`config.mk`:
```
export PLATFORM = sky130hd
export DESIGN_NAME = telemetry_frame_deframer_core
export DESIGN_NICKNAME = d
export VERILOG_FILES = /design/src/rtl/tfd_pkg.sv /design/src/rtl/tfd_front.sv /design/src/rtl/tfd_queue.sv /design/src/rtl/tfd_back.sv /design/src/rtl/telemetry_frame_deframer_core.sv
export SDC_FILE = /design/constraint.sdc
export NUM_CORES = 1
export LEC_CHECK = 0
export BUFFER_PORTS_ARGS = -buffer_cell sky130_fd_sc_hd__clkbuf_2
export CAP_MARGIN = 30
export CORE_AREA = 3 3 196 141
export DETAILED_ROUTE_END_ITERATION = 16
export DIE_AREA = 0 0 199 144
export PLACE_DENSITY = 0.68
export SLEW_MARGIN = 20
export SYNTH_ARGS = -nofsm -noshare
export SYNTH_HDL_FRONTEND = slang
export SYNTH_SLANG_ARGS = --single-unit
```
`constraint.sdc`:
```
create_clock -name clock -period 6.98 [get_ports clock]
set_input_delay 1.396 -clock clock [delete_from_list [all_inputs] [get_ports clock]]
set_output_delay 1.396 -clock clock [all_outputs]
set_load 0.05 [all_outputs]
```
`src/rtl/tfd_pkg.sv`:
```
// types, constants and the function code classifier for the telemetry deframer
// no dependencies; used by every rtl module of the block
package tfd_pkg;

   localparam logic [7:0] HEADER_BYTE  = 8'h88;
   localparam logic [7:0] RESTART_BYTE = 8'h10;
   localparam int unsigned FRAME_LEN = 11;
   localparam int unsigned PAYLOAD_LEN = 8;
   localparam int unsigned DEFAULT_INDEX_LIMIT = 100;
   localparam int unsigned DEFAULT_QUEUE_DEPTH = 2;

   // function code range boundaries
   localparam logic [7:0] CODE_VOLT_LAST   = 8'h63;
   localparam logic [7:0] CODE_TEMP_FIRST  = 8'h64;
   localparam logic [7:0] CODE_TEMP_LAST   = 8'h95;
   localparam logic [7:0] CODE_SINGLE_LO   = 8'h96;
   localparam logic [7:0] CODE_SINGLE_LO_LAST = 8'h9B;
   localparam logic [7:0] CODE_CONFIG_FIRST  = 8'hA0;
   localparam logic [7:0] CODE_CONFIG_LAST   = 8'hA2;
   localparam logic [7:0] CODE_ALARM_FIRST   = 8'hA3;
   localparam logic [7:0] CODE_ALARM_LAST    = 8'hA6;
   localparam logic [7:0] CODE_PROTECT_FIRST = 8'hA7;
   localparam logic [7:0] CODE_PROTECT_LAST  = 8'hAA;
   localparam logic [7:0] CODE_RECOVER_FIRST = 8'hAB;
   localparam logic [7:0] CODE_RECOVER_LAST  = 8'hAE;
   localparam logic [7:0] CODE_SINGLE_HI      = 8'hB8;
   localparam logic [7:0] CODE_SINGLE_HI_LAST = 8'hBA;
   localparam logic [7:0] CODE_BALANCE_FIRST  = 8'hC0;
   localparam logic [7:0] CODE_BALANCE_LAST   = 8'hCF;

   // frame kinds
   localparam logic [3:0] KIND_CELL_VOLT   = 4'd0;
   localparam logic [3:0] KIND_CELL_TEMP   = 4'd1;
   localparam logic [3:0] KIND_VOLT_EXTR   = 4'd2;
   localparam logic [3:0] KIND_PACK_CONFIG = 4'd8;
   localparam logic [3:0] KIND_ALARM       = 4'd9;
   localparam logic [3:0] KIND_PROTECT     = 4'd10;
   localparam logic [3:0] KIND_RECOVER     = 4'd11;
   localparam logic [3:0] KIND_VOLT_CAL    = 4'd12;
   localparam logic [3:0] KIND_BAL_STATE   = 4'd15;

   // one completed frame as it travels from front to back
   typedef struct packed {
      logic [7:0]                  code;
      logic [PAYLOAD_LEN-1:0][7:0] payload;
   } frame_type;

   // queue status seen by both ends
   typedef struct packed {
      logic full;
      logic empty;
   } queue_status_type;

   typedef struct packed {
      logic       known;
      logic [3:0] kind;
      logic [6:0] sub;
   } class_type;

   function automatic class_type classify(input logic [7:0] code);
      class_type c;
      c.known = 1'b1;
      c.kind  = KIND_CELL_VOLT;
      c.sub   = 7'd0;
      priority if (code <= CODE_VOLT_LAST) begin
         c.sub = code[6:0];
      end else if (code <= CODE_TEMP_LAST) begin
         c.kind = KIND_CELL_TEMP;
         c.sub  = 7'(code - CODE_TEMP_FIRST);
      end else if (code <= CODE_SINGLE_LO_LAST) begin
         c.kind = KIND_VOLT_EXTR + 4'(code - CODE_SINGLE_LO);
      end else if (code >= CODE_CONFIG_FIRST && code <= CODE_CONFIG_LAST) begin
         c.kind = KIND_PACK_CONFIG;
         c.sub  = 7'(code - CODE_CONFIG_FIRST);
      end else if (code >= CODE_ALARM_FIRST && code <= CODE_ALARM_LAST) begin
         c.kind = KIND_ALARM;
         c.sub  = 7'(code - CODE_ALARM_FIRST);
      end else if (code >= CODE_PROTECT_FIRST && code <= CODE_PROTECT_LAST) begin
         c.kind = KIND_PROTECT;
         c.sub  = 7'(code - CODE_PROTECT_FIRST);
      end else if (code >= CODE_RECOVER_FIRST && code <= CODE_RECOVER_LAST) begin
         c.kind = KIND_RECOVER;
         c.sub  = 7'(code - CODE_RECOVER_FIRST);
      end else if (code >= CODE_SINGLE_HI && code <= CODE_SINGLE_HI_LAST) begin
         c.kind = KIND_VOLT_CAL + 4'(code - CODE_SINGLE_HI);
      end else if (code >= CODE_BALANCE_FIRST && code <= CODE_BALANCE_LAST) begin
         c.kind = KIND_BAL_STATE;
         c.sub  = 7'(code - CODE_BALANCE_FIRST);
      end else begin
         c.known = 1'b0;
      end
      return c;
   endfunction

endpackage

```
`src/rtl/tfd_front.sv`:
```
// byte-level front end: header tracking, write index and frame buffer
// depends on tfd_pkg
module tfd_front #(
   parameter int unsigned INDEX_LIMIT = tfd_pkg::DEFAULT_INDEX_LIMIT
) (
   input  logic                      clock,
   input  logic                      reset,
   input  logic                      req_valid,
   input  logic [7:0]                req_byte_in,
   input  tfd_pkg::queue_status_type q_status,
   output logic                      req_stall,
   output logic                      push,
   output tfd_pkg::frame_type        push_frame
);

   localparam int unsigned IDX_W = $clog2(INDEX_LIMIT);

   logic                header_pending_ff, header_pending_in;
   logic [IDX_W-1:0]    write_index_ff, write_index_in;
   logic [7:0]          store_ff [tfd_pkg::FRAME_LEN];
   logic                accept, is_header, is_restart, do_store;
   logic [IDX_W:0]      index_sum;
   logic [IDX_W-1:0]    index_adv;

   assign req_stall  = q_status.full;
   assign accept     = req_valid && !req_stall;
   assign is_header  = (req_byte_in == tfd_pkg::HEADER_BYTE);
   assign is_restart = (req_byte_in == tfd_pkg::RESTART_BYTE);
   assign do_store   = !(is_restart && header_pending_ff);

   // advance with saturation just below the limit
   assign index_sum = {1'b0, write_index_ff} + (IDX_W+1)'(1);
   assign index_adv = (index_sum >= (IDX_W+1)'(INDEX_LIMIT)) ?
                      IDX_W'(INDEX_LIMIT - 1) : index_sum[IDX_W-1:0];

   always_comb begin
      header_pending_in = header_pending_ff;
      write_index_in    = write_index_ff;
      if (accept) begin
         header_pending_in = is_header;
         write_index_in    = do_store ? index_adv : '0;
      end
   end

   always_ff @(posedge clock) begin
      if (reset) begin
         header_pending_ff <= 1'b0;
         write_index_ff    <= '0;
      end else begin
         header_pending_ff <= header_pending_in;
         write_index_ff    <= write_index_in;
      end
   end

   for (genvar i = 0; i < tfd_pkg::FRAME_LEN; i++) begin : g_slot
      always_ff @(posedge clock) begin
         if (accept && do_store && write_index_ff == IDX_W'(i)) begin
            store_ff[i] <= req_byte_in;
         end
      end
   end

   // an ordinary byte landing at the last slot completes the frame
   assign push = accept && !is_header && !is_restart &&
                 (write_index_ff == IDX_W'(tfd_pkg::FRAME_LEN - 1));

   always_comb begin
      push_frame.code = store_ff[1];
      for (int j = 0; j < tfd_pkg::PAYLOAD_LEN - 1; j++) begin
         push_frame.payload[j] = store_ff[3 + j];
      end
      push_frame.payload[tfd_pkg::PAYLOAD_LEN-1] = req_byte_in;
   end

endmodule

```
`src/rtl/tfd_queue.sv`:
```
// short frame queue between the front end and the classifier
// depends on tfd_pkg
module tfd_queue #(
   parameter int unsigned DEPTH = tfd_pkg::DEFAULT_QUEUE_DEPTH
) (
   input  logic                      clock,
   input  logic                      reset,
   input  logic                      push,
   input  tfd_pkg::frame_type        push_frame,
   input  logic                      pop,
   output tfd_pkg::frame_type        pop_frame,
   output tfd_pkg::queue_status_type q_status
);

   localparam int unsigned PTR_W = $clog2(DEPTH);
   localparam int unsigned CNT_W = $clog2(DEPTH + 1);

   tfd_pkg::frame_type entry_ff [DEPTH];
   logic [PTR_W-1:0]   wr_ptr_ff, wr_ptr_in, rd_ptr_ff, rd_ptr_in;
   logic [CNT_W-1:0]   count_ff, count_in;

   assign q_status.full  = (count_ff == CNT_W'(DEPTH));
   assign q_status.empty = (count_ff == '0);
   assign pop_frame      = entry_ff[rd_ptr_ff];

   always_comb begin
      wr_ptr_in = wr_ptr_ff;
      rd_ptr_in = rd_ptr_ff;
      count_in  = count_ff;
      if (push) begin
         wr_ptr_in = (wr_ptr_ff == PTR_W'(DEPTH - 1)) ? '0 : wr_ptr_ff + PTR_W'(1);
      end
      if (pop) begin
         rd_ptr_in = (rd_ptr_ff == PTR_W'(DEPTH - 1)) ? '0 : rd_ptr_ff + PTR_W'(1);
      end
      if (push && !pop) begin
         count_in = count_ff + CNT_W'(1);
      end else if (pop && !push) begin
         count_in = count_ff - CNT_W'(1);
      end
   end

   always_ff @(posedge clock) begin
      if (reset) begin
         wr_ptr_ff <= '0;
         rd_ptr_ff <= '0;
         count_ff  <= '0;
      end else begin
         wr_ptr_ff <= wr_ptr_in;
         rd_ptr_ff <= rd_ptr_in;
         count_ff  <= count_in;
      end
   end

   always_ff @(posedge clock) begin
      if (push) begin
         entry_ff[wr_ptr_ff] <= push_frame;
      end
   end

endmodule

```
`src/rtl/tfd_back.sv`:
```
// back end: classifies queued frames and holds the result register
// depends on tfd_pkg
module tfd_back (
   input  logic                      clock,
   input  logic                      reset,
   input  tfd_pkg::queue_status_type q_status,
   input  tfd_pkg::frame_type        pop_frame,
   output logic                      pop,
   input  logic                      rsp_stall,
   output logic                      rsp_valid,
   output logic [3:0]                rsp_frame_kind,
   output logic [6:0]                rsp_sub_index,
   output logic [7:0]                rsp_function_code,
   output logic [tfd_pkg::PAYLOAD_LEN-1:0][7:0] rsp_payload
);

   tfd_pkg::class_type cls;
   logic               rsp_valid_ff, rsp_valid_in;
   logic [3:0]         kind_ff;
   logic [6:0]         sub_ff;
   tfd_pkg::frame_type frame_ff;

   assign cls = tfd_pkg::classify(pop_frame.code);
   assign pop = !q_status.empty && (!rsp_valid_ff || !rsp_stall);

   // unknown codes are popped and dropped
   always_comb begin
      rsp_valid_in = rsp_valid_ff && rsp_stall;
      if (pop) begin
         rsp_valid_in = cls.known;
      end
   end

   always_ff @(posedge clock) begin
      if (reset) begin
         rsp_valid_ff <= 1'b0;
      end else begin
         rsp_valid_ff <= rsp_valid_in;
      end
   end

   always_ff @(posedge clock) begin
      if (pop) begin
         kind_ff  <= cls.kind;
         sub_ff   <= cls.sub;
         frame_ff <= pop_frame;
      end
   end

   assign rsp_valid         = rsp_valid_ff;
   assign rsp_frame_kind    = kind_ff;
   assign rsp_sub_index     = sub_ff;
   assign rsp_function_code = frame_ff.code;
   assign rsp_payload       = frame_ff.payload;

endmodule

```
`src/rtl/telemetry_frame_deframer_core.sv`:
```
// top level of the telemetry frame deframer
// depends on tfd_pkg, tfd_front, tfd_queue and tfd_back
//
// takes one received byte per transaction and rebuilds 11-byte telemetry
// frames. 0x88 arms a header flag (and is stored), 0x10 right after it
// restarts the frame at position 0, every other byte is stored at the write
// index. an ordinary byte filling position 10 completes the frame; its function
// code (frame byte 1) is sorted into one of sixteen kinds with a sub-index and
// one result transaction carries kind, sub-index, code and frame bytes 3..10.
// frames with an unknown code produce no result. the byte side takes one
// transaction every cycle; a completed frame goes into a short queue
// (QUEUE_DEPTH entries) ahead of the classifier and result register, so the
// byte side stalls only while that queue is full, i.e. when results are held
// back downstream. a completed frame is registered in the queue and then in the result register before rsp_valid rises.
// the write index saturates at INDEX_LIMIT-1. no clearing pass after reset.
module telemetry_frame_deframer_core #(
   parameter int unsigned INDEX_LIMIT = tfd_pkg::DEFAULT_INDEX_LIMIT,
   parameter int unsigned QUEUE_DEPTH = tfd_pkg::DEFAULT_QUEUE_DEPTH
) (
   input  logic       clock,
   input  logic       reset,
   // byte channel
   input  logic       req_valid,
   output logic       req_stall,
   input  logic [7:0] req_byte_in,
   // result channel
   output logic       rsp_valid,
   input  logic       rsp_stall,
   output logic [3:0] rsp_frame_kind,
   output logic [6:0] rsp_sub_index,
   output logic [7:0] rsp_function_code,
   output logic [7:0] rsp_payload_0,
   output logic [7:0] rsp_payload_1,
   output logic [7:0] rsp_payload_2,
   output logic [7:0] rsp_payload_3,
   output logic [7:0] rsp_payload_4,
   output logic [7:0] rsp_payload_5,
   output logic [7:0] rsp_payload_6,
   output logic [7:0] rsp_payload_7
);

   tfd_pkg::queue_status_type q_status;
   tfd_pkg::frame_type        push_frame, pop_frame;
   logic                      push, pop;
   logic [tfd_pkg::PAYLOAD_LEN-1:0][7:0] payload;

   // front end: header flag, write index, frame buffer
   tfd_front #(
      .INDEX_LIMIT(INDEX_LIMIT)
   ) u_front (
      .clock      (clock),
      .reset      (reset),
      .req_valid  (req_valid),
      .req_byte_in(req_byte_in),
      .q_status   (q_status),
      .req_stall  (req_stall),
      .push       (push),
      .push_frame (push_frame)
   );

   // completed frames wait here for the classifier
   tfd_queue #(
      .DEPTH(QUEUE_DEPTH)
   ) u_queue (
      .clock     (clock),
      .reset     (reset),
      .push      (push),
      .push_frame(push_frame),
      .pop       (pop),
      .pop_frame (pop_frame),
      .q_status  (q_status)
   );

   // classifier and result register
   tfd_back u_back (
      .clock            (clock),
      .reset            (reset),
      .q_status         (q_status),
      .pop_frame        (pop_frame),
      .pop              (pop),
      .rsp_stall        (rsp_stall),
      .rsp_valid        (rsp_valid),
      .rsp_frame_kind   (rsp_frame_kind),
      .rsp_sub_index    (rsp_sub_index),
      .rsp_function_code(rsp_function_code),
      .rsp_payload      (payload)
   );

   // payload bytes out as separate ports, frame bytes 3..10
   assign rsp_payload_0 = payload[0];
   assign rsp_payload_1 = payload[1];
   assign rsp_payload_2 = payload[2];
   assign rsp_payload_3 = payload[3];
   assign rsp_payload_4 = payload[4];
   assign rsp_payload_5 = payload[5];
   assign rsp_payload_6 = payload[6];
   assign rsp_payload_7 = payload[7];

endmodule

```
; ---- Word level (Yosys, flattened, before mapping)
; Memory sizes are Yosys's and may differ from the RTL's. A register that Yosys moved wholly into a read port is not among the register bits.
; Cells that the tools add are included.
[op_classes]
add_sub_neg = 15
n_lt_le_gt_ge = 16
eq_ne = 13
n_mux = 85
reduce_logical = 51
[op_table]
columns = cell, count
row1 = 11-bit 2-to-1 mux, 8
row2 = 8-bit 2-to-1 mux, 10
row3 = 8-bit OR reduction, 10
row4 = "8-bit less-or-equal comparator, second input constant", 8
row5 = "8-bit greater-or-equal comparator, second input constant", 6
row6 = 4-bit 2-to-1 mux, 12
row7 = 1-bit 2-to-1 mux, 47
row8 = 7-bit 2-to-1 mux, 5
row9 = "7-bit by 3-bit == test with 1-bit output, second input constant", 4
row10 = "7-bit by 6-bit subtractor with 7-bit output, second input constant", 4
row11 = 1-bit logical AND, 27
row12 = "7-bit by 4-bit == test with 1-bit output, second input constant", 3
row13 = "7-bit by 2-bit == test with 1-bit output, second input constant", 2
row14 = "7-bit subtractor, second input constant", 2
row15 = 1-bit logical NOT, 9
row16 = "7-bit by 1-bit adder with 8-bit output, second input constant", 1
row17 = "8-bit by 5-bit == test with 1-bit output, second input constant", 1
row18 = "8-bit == test, second input constant", 1
row19 = "8-bit by 7-bit greater-or-equal comparator with 1-bit output, second input constant", 1
row20 = "8-bit by 7-bit less-or-equal comparator with 1-bit output, second input constant", 1
row21 = "7-bit by 1-bit == test with 1-bit output, second input constant", 1
row22 = 7-bit logical NOT, 1
row23 = 5-bit 2-to-1 mux, 1
row24 = "2-bit by 4-bit adder with 4-bit output, first input constant", 1
row25 = other kinds (12), 14
[word_totals]
regBits = 96
ram_bits = 232
input_bits = 12
out_inout_bits = 85
wordCells = 200
mem_count = 2
[memory_table]
columns = memory, words, word_bits, rd, rd_clocked_by_memory_dff, write_ports, line
row1 = u_queue.entry_ff, 2, 72, 1, 1, 1, tfd_queue.sv:18  ; tfd_pkg::frame_type entry_ff [DEPTH];
row2 = u_front.store_ff, 11, 8, 8, 0, 1, tfd_front.sv:20  ; logic [7:0] store_ff [tfd_pkg::FRAME_LEN];

; ---- Longest topological paths before layout
[depth]
depth_word = 18
mapped_depth = 16
mapped_depth_nobuf = 12

; ---- By module
; From an unflattened synthesis, not the netlist that was laid out.
[hier_totals]
cells_unflattened = 661
area_unflattened_um2 = 11836.4
[modules_own_cells]
columns = module, instances, cells_per_inst, area_each_um2
row1 = tfd_queue, 1, 246, 5429.0
row2 = tfd_back, 1, 246, 3653.5
row3 = tfd_front, 1, 169, 2753.9

; ---- Worst setup path before layout
; OpenSTA, ideal clock, no wires.
[synth_path]
path_kind = in2reg
from = input req_byte_in[4]
to = memory u_queue.entry_ff[0][0] (netlist name), enable pin
t_arrival_ns = 5.360
slack_ns = 1.108
stages = 4
n_path_buf = 0
path_cell_list = nand3b_1 > o21ai_0 > a2111oi_2 > nor2b_1
[synth_via]
elab_chain_len = 7
word_cells_on_any_way = 9
classes_between = eq/ne: 2 / mux: 2 / reduce/logical: 5
[synth_rtl]
columns = element, line
row1 = from (decl), telemetry_frame_deframer_core.sv:25  ; input logic [7:0] req_byte_in,
row2 = 8-bit == test, tfd_front.sv:27  ; assign is_header = (req_byte_in == tfd_pkg::HEADER_BYTE);
row3 = 1-bit logical NOT, tfd_front.sv:64  ; assign push = accept && !is_header && !is_restart &&
row4 = 1-bit logical AND, tfd_front.sv:64
row5 = 1-bit logical AND (*) (2 in series), tfd_front.sv:64
row6 = net push, telemetry_frame_deframer_core.sv:44  ; logic push, pop;
row7 = 1-bit 2-to-1 mux (*), tfd_queue.sv:56  ; if (push) begin
row8 = 1-bit 2-to-1 mux (implied by the code) (*), tfd_queue.sv:57  ; entry_ff[wr_ptr_ff] <= push_frame;
row9 = to (decl), tfd_queue.sv:18
; The timed path passes the listed nets; every way through them passes the cells marked *.

; ---- Worst setup path after layout
[layout_path]
from = input req_byte_in[4]
to = memory u_queue.entry_ff[0][30] (netlist name), enable pin
; Same word-level chain as after synthesis.

==> flow_summary.ini <==
[status]
run_status = completed

[clock_network]
cts_resized = 0
cts_root_buf = clkbuf_16
clk_transition_reported_paths_ps = 60
cts.sinks = 305
clock_path_buffers = 3
holdBufCountCts = 0
cts_tree = built
numCtsBuffers = 29
clock_latency_ps = 540
htreeDepth = 1
cts_setup_buffers = 0

[setup_path]
cp_data_required_time_ps = 7140
cp_cell_sequence = clkbuf_2 > nand3b_1 > o21ai_0 > a2111oi_2 > nor2b_4 > buf_4
crit_type = in -> reg
critPathCaptureType = flip-flop
worst-path-buf-inv = 2
cpPeakStageDelay_ps = 800
worstPathMaxFanout = 45
crit_family = simple AND/OR/NAND/NOR gates
reg2reg_slack_ps = 3300
cp.arrival_ps = 4110
slowest_stage = nor2b_4
start_kind = input port
r2r_end = u_back.rsp_sub_index[3]$_DFFE_PP_
r2r_cells = 11

[drt]
ant_nets = 0
drc = 0
dr_total_vias = 6147
dr.pass1.iters = 4
wl_per_cell_microns = 20.2
viasPerCell = 5.39
drt_iter0_drc = 496
wirelength_mm = 23.0

[finish]
final_core_util_pct = 53.0
layout.nets = 817
nFillCells = 2009
antenna_cells = 0
area_growth_syn_to_layout_pct = 15.0
drive_above_1_share_pct = 30.1

[yosys]
syn_nets = 704
synth_top_area_cell = edfxtp_1
syn_area_per_cell_sq_um = 17.5
synth.top_cell.area_share_pct = 73.8
ys_seq_area_share_pct = 76.2
synthFlopType = edfxtp_1
ys_seq_elements = 305
post_synth_num_cell_types = 75
syn_area_sq_um = 11800
ys_top_cells_by_area = edfxtp_1 (74%), mux2_2 (6.2%), dfxtp_1 (2.4%)
synth_cells = 676
yosys_warnings = 0
async_flop_share_pct = 0
synth_edf_count = 291

[floorplanning]
start_util_pct = 46.1
die_y_microns = 144
ioPinCount = 97
rows = 49
design.die.area_sq_um = 28700
coreArea_sq_um = 25700
die_w_microns = 199

[hold_path]
hold_start = u_front.store_ff[4][5]$_DFFE_PP_
min_to = u_queue.entry_ff[1][13]$_DFFE_PP_
hp-class = reg -> reg
holdPathStages = 0

[sta]
period_share_pct = 56.5
rsz0062_at_grt = no
timing.hold.ws_ps = 444
slew_viol_final = 0
fin_crit_ps = 3940
setup_ws_ps = 3040
worst_slew_pin_slew_ps = 838
finalSetupViolCount = 0
fin_skew_ps = 15.6
hold_viol = 0
clock.fmax_mhz = 254
slew-limit-headroom_pct = 44.0
fin_tns_setup_ps = 0

[placed_design]
dp_slack_ps = 2450
place.gp.congestion = 0.854
io_buffers = 96
hpwl_mm = 15.2

[global_routing]
grt_pass1_vias = 6060
grt-ovfl-total = 0
grt.total_usage_pct = 16.3
antenna_found_initial = 0
grt_pass1_wl_mm = 35.8
grt_start_max_net_pins = 57

[run]
cap_viol_max_count = 0

[pwr]
ir_drop_mv = 0.226
p_leak_nw = 4.61
power_density_nw_per_um2 = 406
-- synth_stat cells (all sizes together) (2+ instances only) --
cell type    n
o211ai       2
and2         6
o32a         2
o31ai        3
o21ai       26
nand4        2
clkinv       2
nand2b      10
a2111oi      2
dfxtp       14
a211oi       5
a21oi       25
o22ai        5
nand3b       5
nor2        23
and3         7
buf          6
ha          16
mux2        65
nor3b        5
xor2         3
nor3         7
nor4         5
mux2i        5
clkbuf      14
a31oi        3
or3b         5
o21a         3
a21o         5
xnor2        9
nand2       35
a2bb2oi      3
o32ai        3
edfxtp     291
nand3       13
inv         13
o2111ai      3
o2bb2ai      3
a22oi        4
nor2b        4
-- flip-flops by register name, indices dropped and copies added (netlist names), named ones only --
register	cells
u_back.rsp_frame_kind	4
u_queue.wr_ptr_ff	1
u_front.header_pending_ff	1
u_back.rsp_payload	64
u_front.store_ff	64
u_queue.count_ff	2
u_back.rsp_valid	1
u_queue.entry_ff	144
u_front.write_index_ff	7
u_back.rsp_function_code	8
u_back.rsp_sub_index	7
u_queue.rd_ptr_ff	1
-- placed cells by master (no fill, tap or decap), types with 12 or more instances in the layout --
cell type	instances
edfxtp_1	291
clkbuf_2	96
mux2_2	65
nand2_1	34
clkbuf_16	29
a21oi_1	25
nor2_1	23
o21ai_0	22
ha_1	16
dfxtp_1	13
nand3_1	12
-- worst max-delay path by stage --
stage                              start                                     end  slack (ps)  depth (start not counted)
after floorplan           req_byte_in[4]        u_queue.entry_ff[0][0]$_DFFE_PP_        1110                          4
after global placement    req_byte_in[4]       u_queue.entry_ff[0][12]$_DFFE_PP_        2570                          6
after detailed placement  req_byte_in[4]        u_queue.entry_ff[0][6]$_DFFE_PP_        2450                          6
after CTS                      flip-flop  u_back.rsp_frame_kind[3]$_SDFFCE_PP0P_        2980                         12
after global routing      req_byte_in[4]       u_queue.entry_ff[0][29]$_DFFE_PP_        2840                          6
final                     req_byte_in[4]       u_queue.entry_ff[0][30]$_DFFE_PP_        3040                          6
-- power breakdown --
group / total [mW] / leakage (nW) / internal [mW] / switching, mW
logic: 1.62 / 1.40 / 0.351 / 1.26
registers: 2.43 / 2.77 / 2.32 / 0.108
clock network: 1.48 / 0.440 / 0.853 / 0.631
total: 5.53 / 4.61 / 3.52 / 2.00
-- layer usage --
metal	vias up	part of all wire [%]	GRT usage (%)
met5	-	0	0
met4	0	1.5	3.40
met3	30	5.1	2.56
met2	168	43	23.6
met1	3072	50	26.2
li1	2877	-	-
-- cell families after synthesis --
| group | share of synthesized area (%) |
|---|---|
| flip-flops | 76.2 |
| AND/OR/NAND/NOR | 6.30 |
| AO/OA/AOI/OAI | 6.60 |
| multiplexers | 6.99 |
| buffers and inverters | 1.35 |
| adder cells (fa/ha/maj) | 1.69 |
| XOR/XNOR | 0.888 |
-- layout make-up --
class | count | area, sq um | area share [%]
multi-input combinational | 336 | 2670 | 19.6
sequential | 305 | 9020 | 66.3
clock inverter | 13 | 125 | 0.919
timing repair buffer | 102 | 546 | 4.01
inverter | 15 | 60.1 | 0.441
clock buffer | 39 | 773 | 5.68
tap | 331 | 414 | 3.04
-- metrics by stage --
stage / instance area, sq um / total power [mW] / cells
2_1_floorplan: 11800 / 3.73 / 676
3_3_place_gp: 12700 / 4.09 / 1087
3_5_place_dp: 12700 / 4.10 / 1088
4_1_cts: 13600 / 5.59 / 1140
5_1_grt: 13600 / 5.77 / 1141
6_report: 13600 / 5.53 / 1141
No activity file was read; power rests on OpenSTA's default activity.
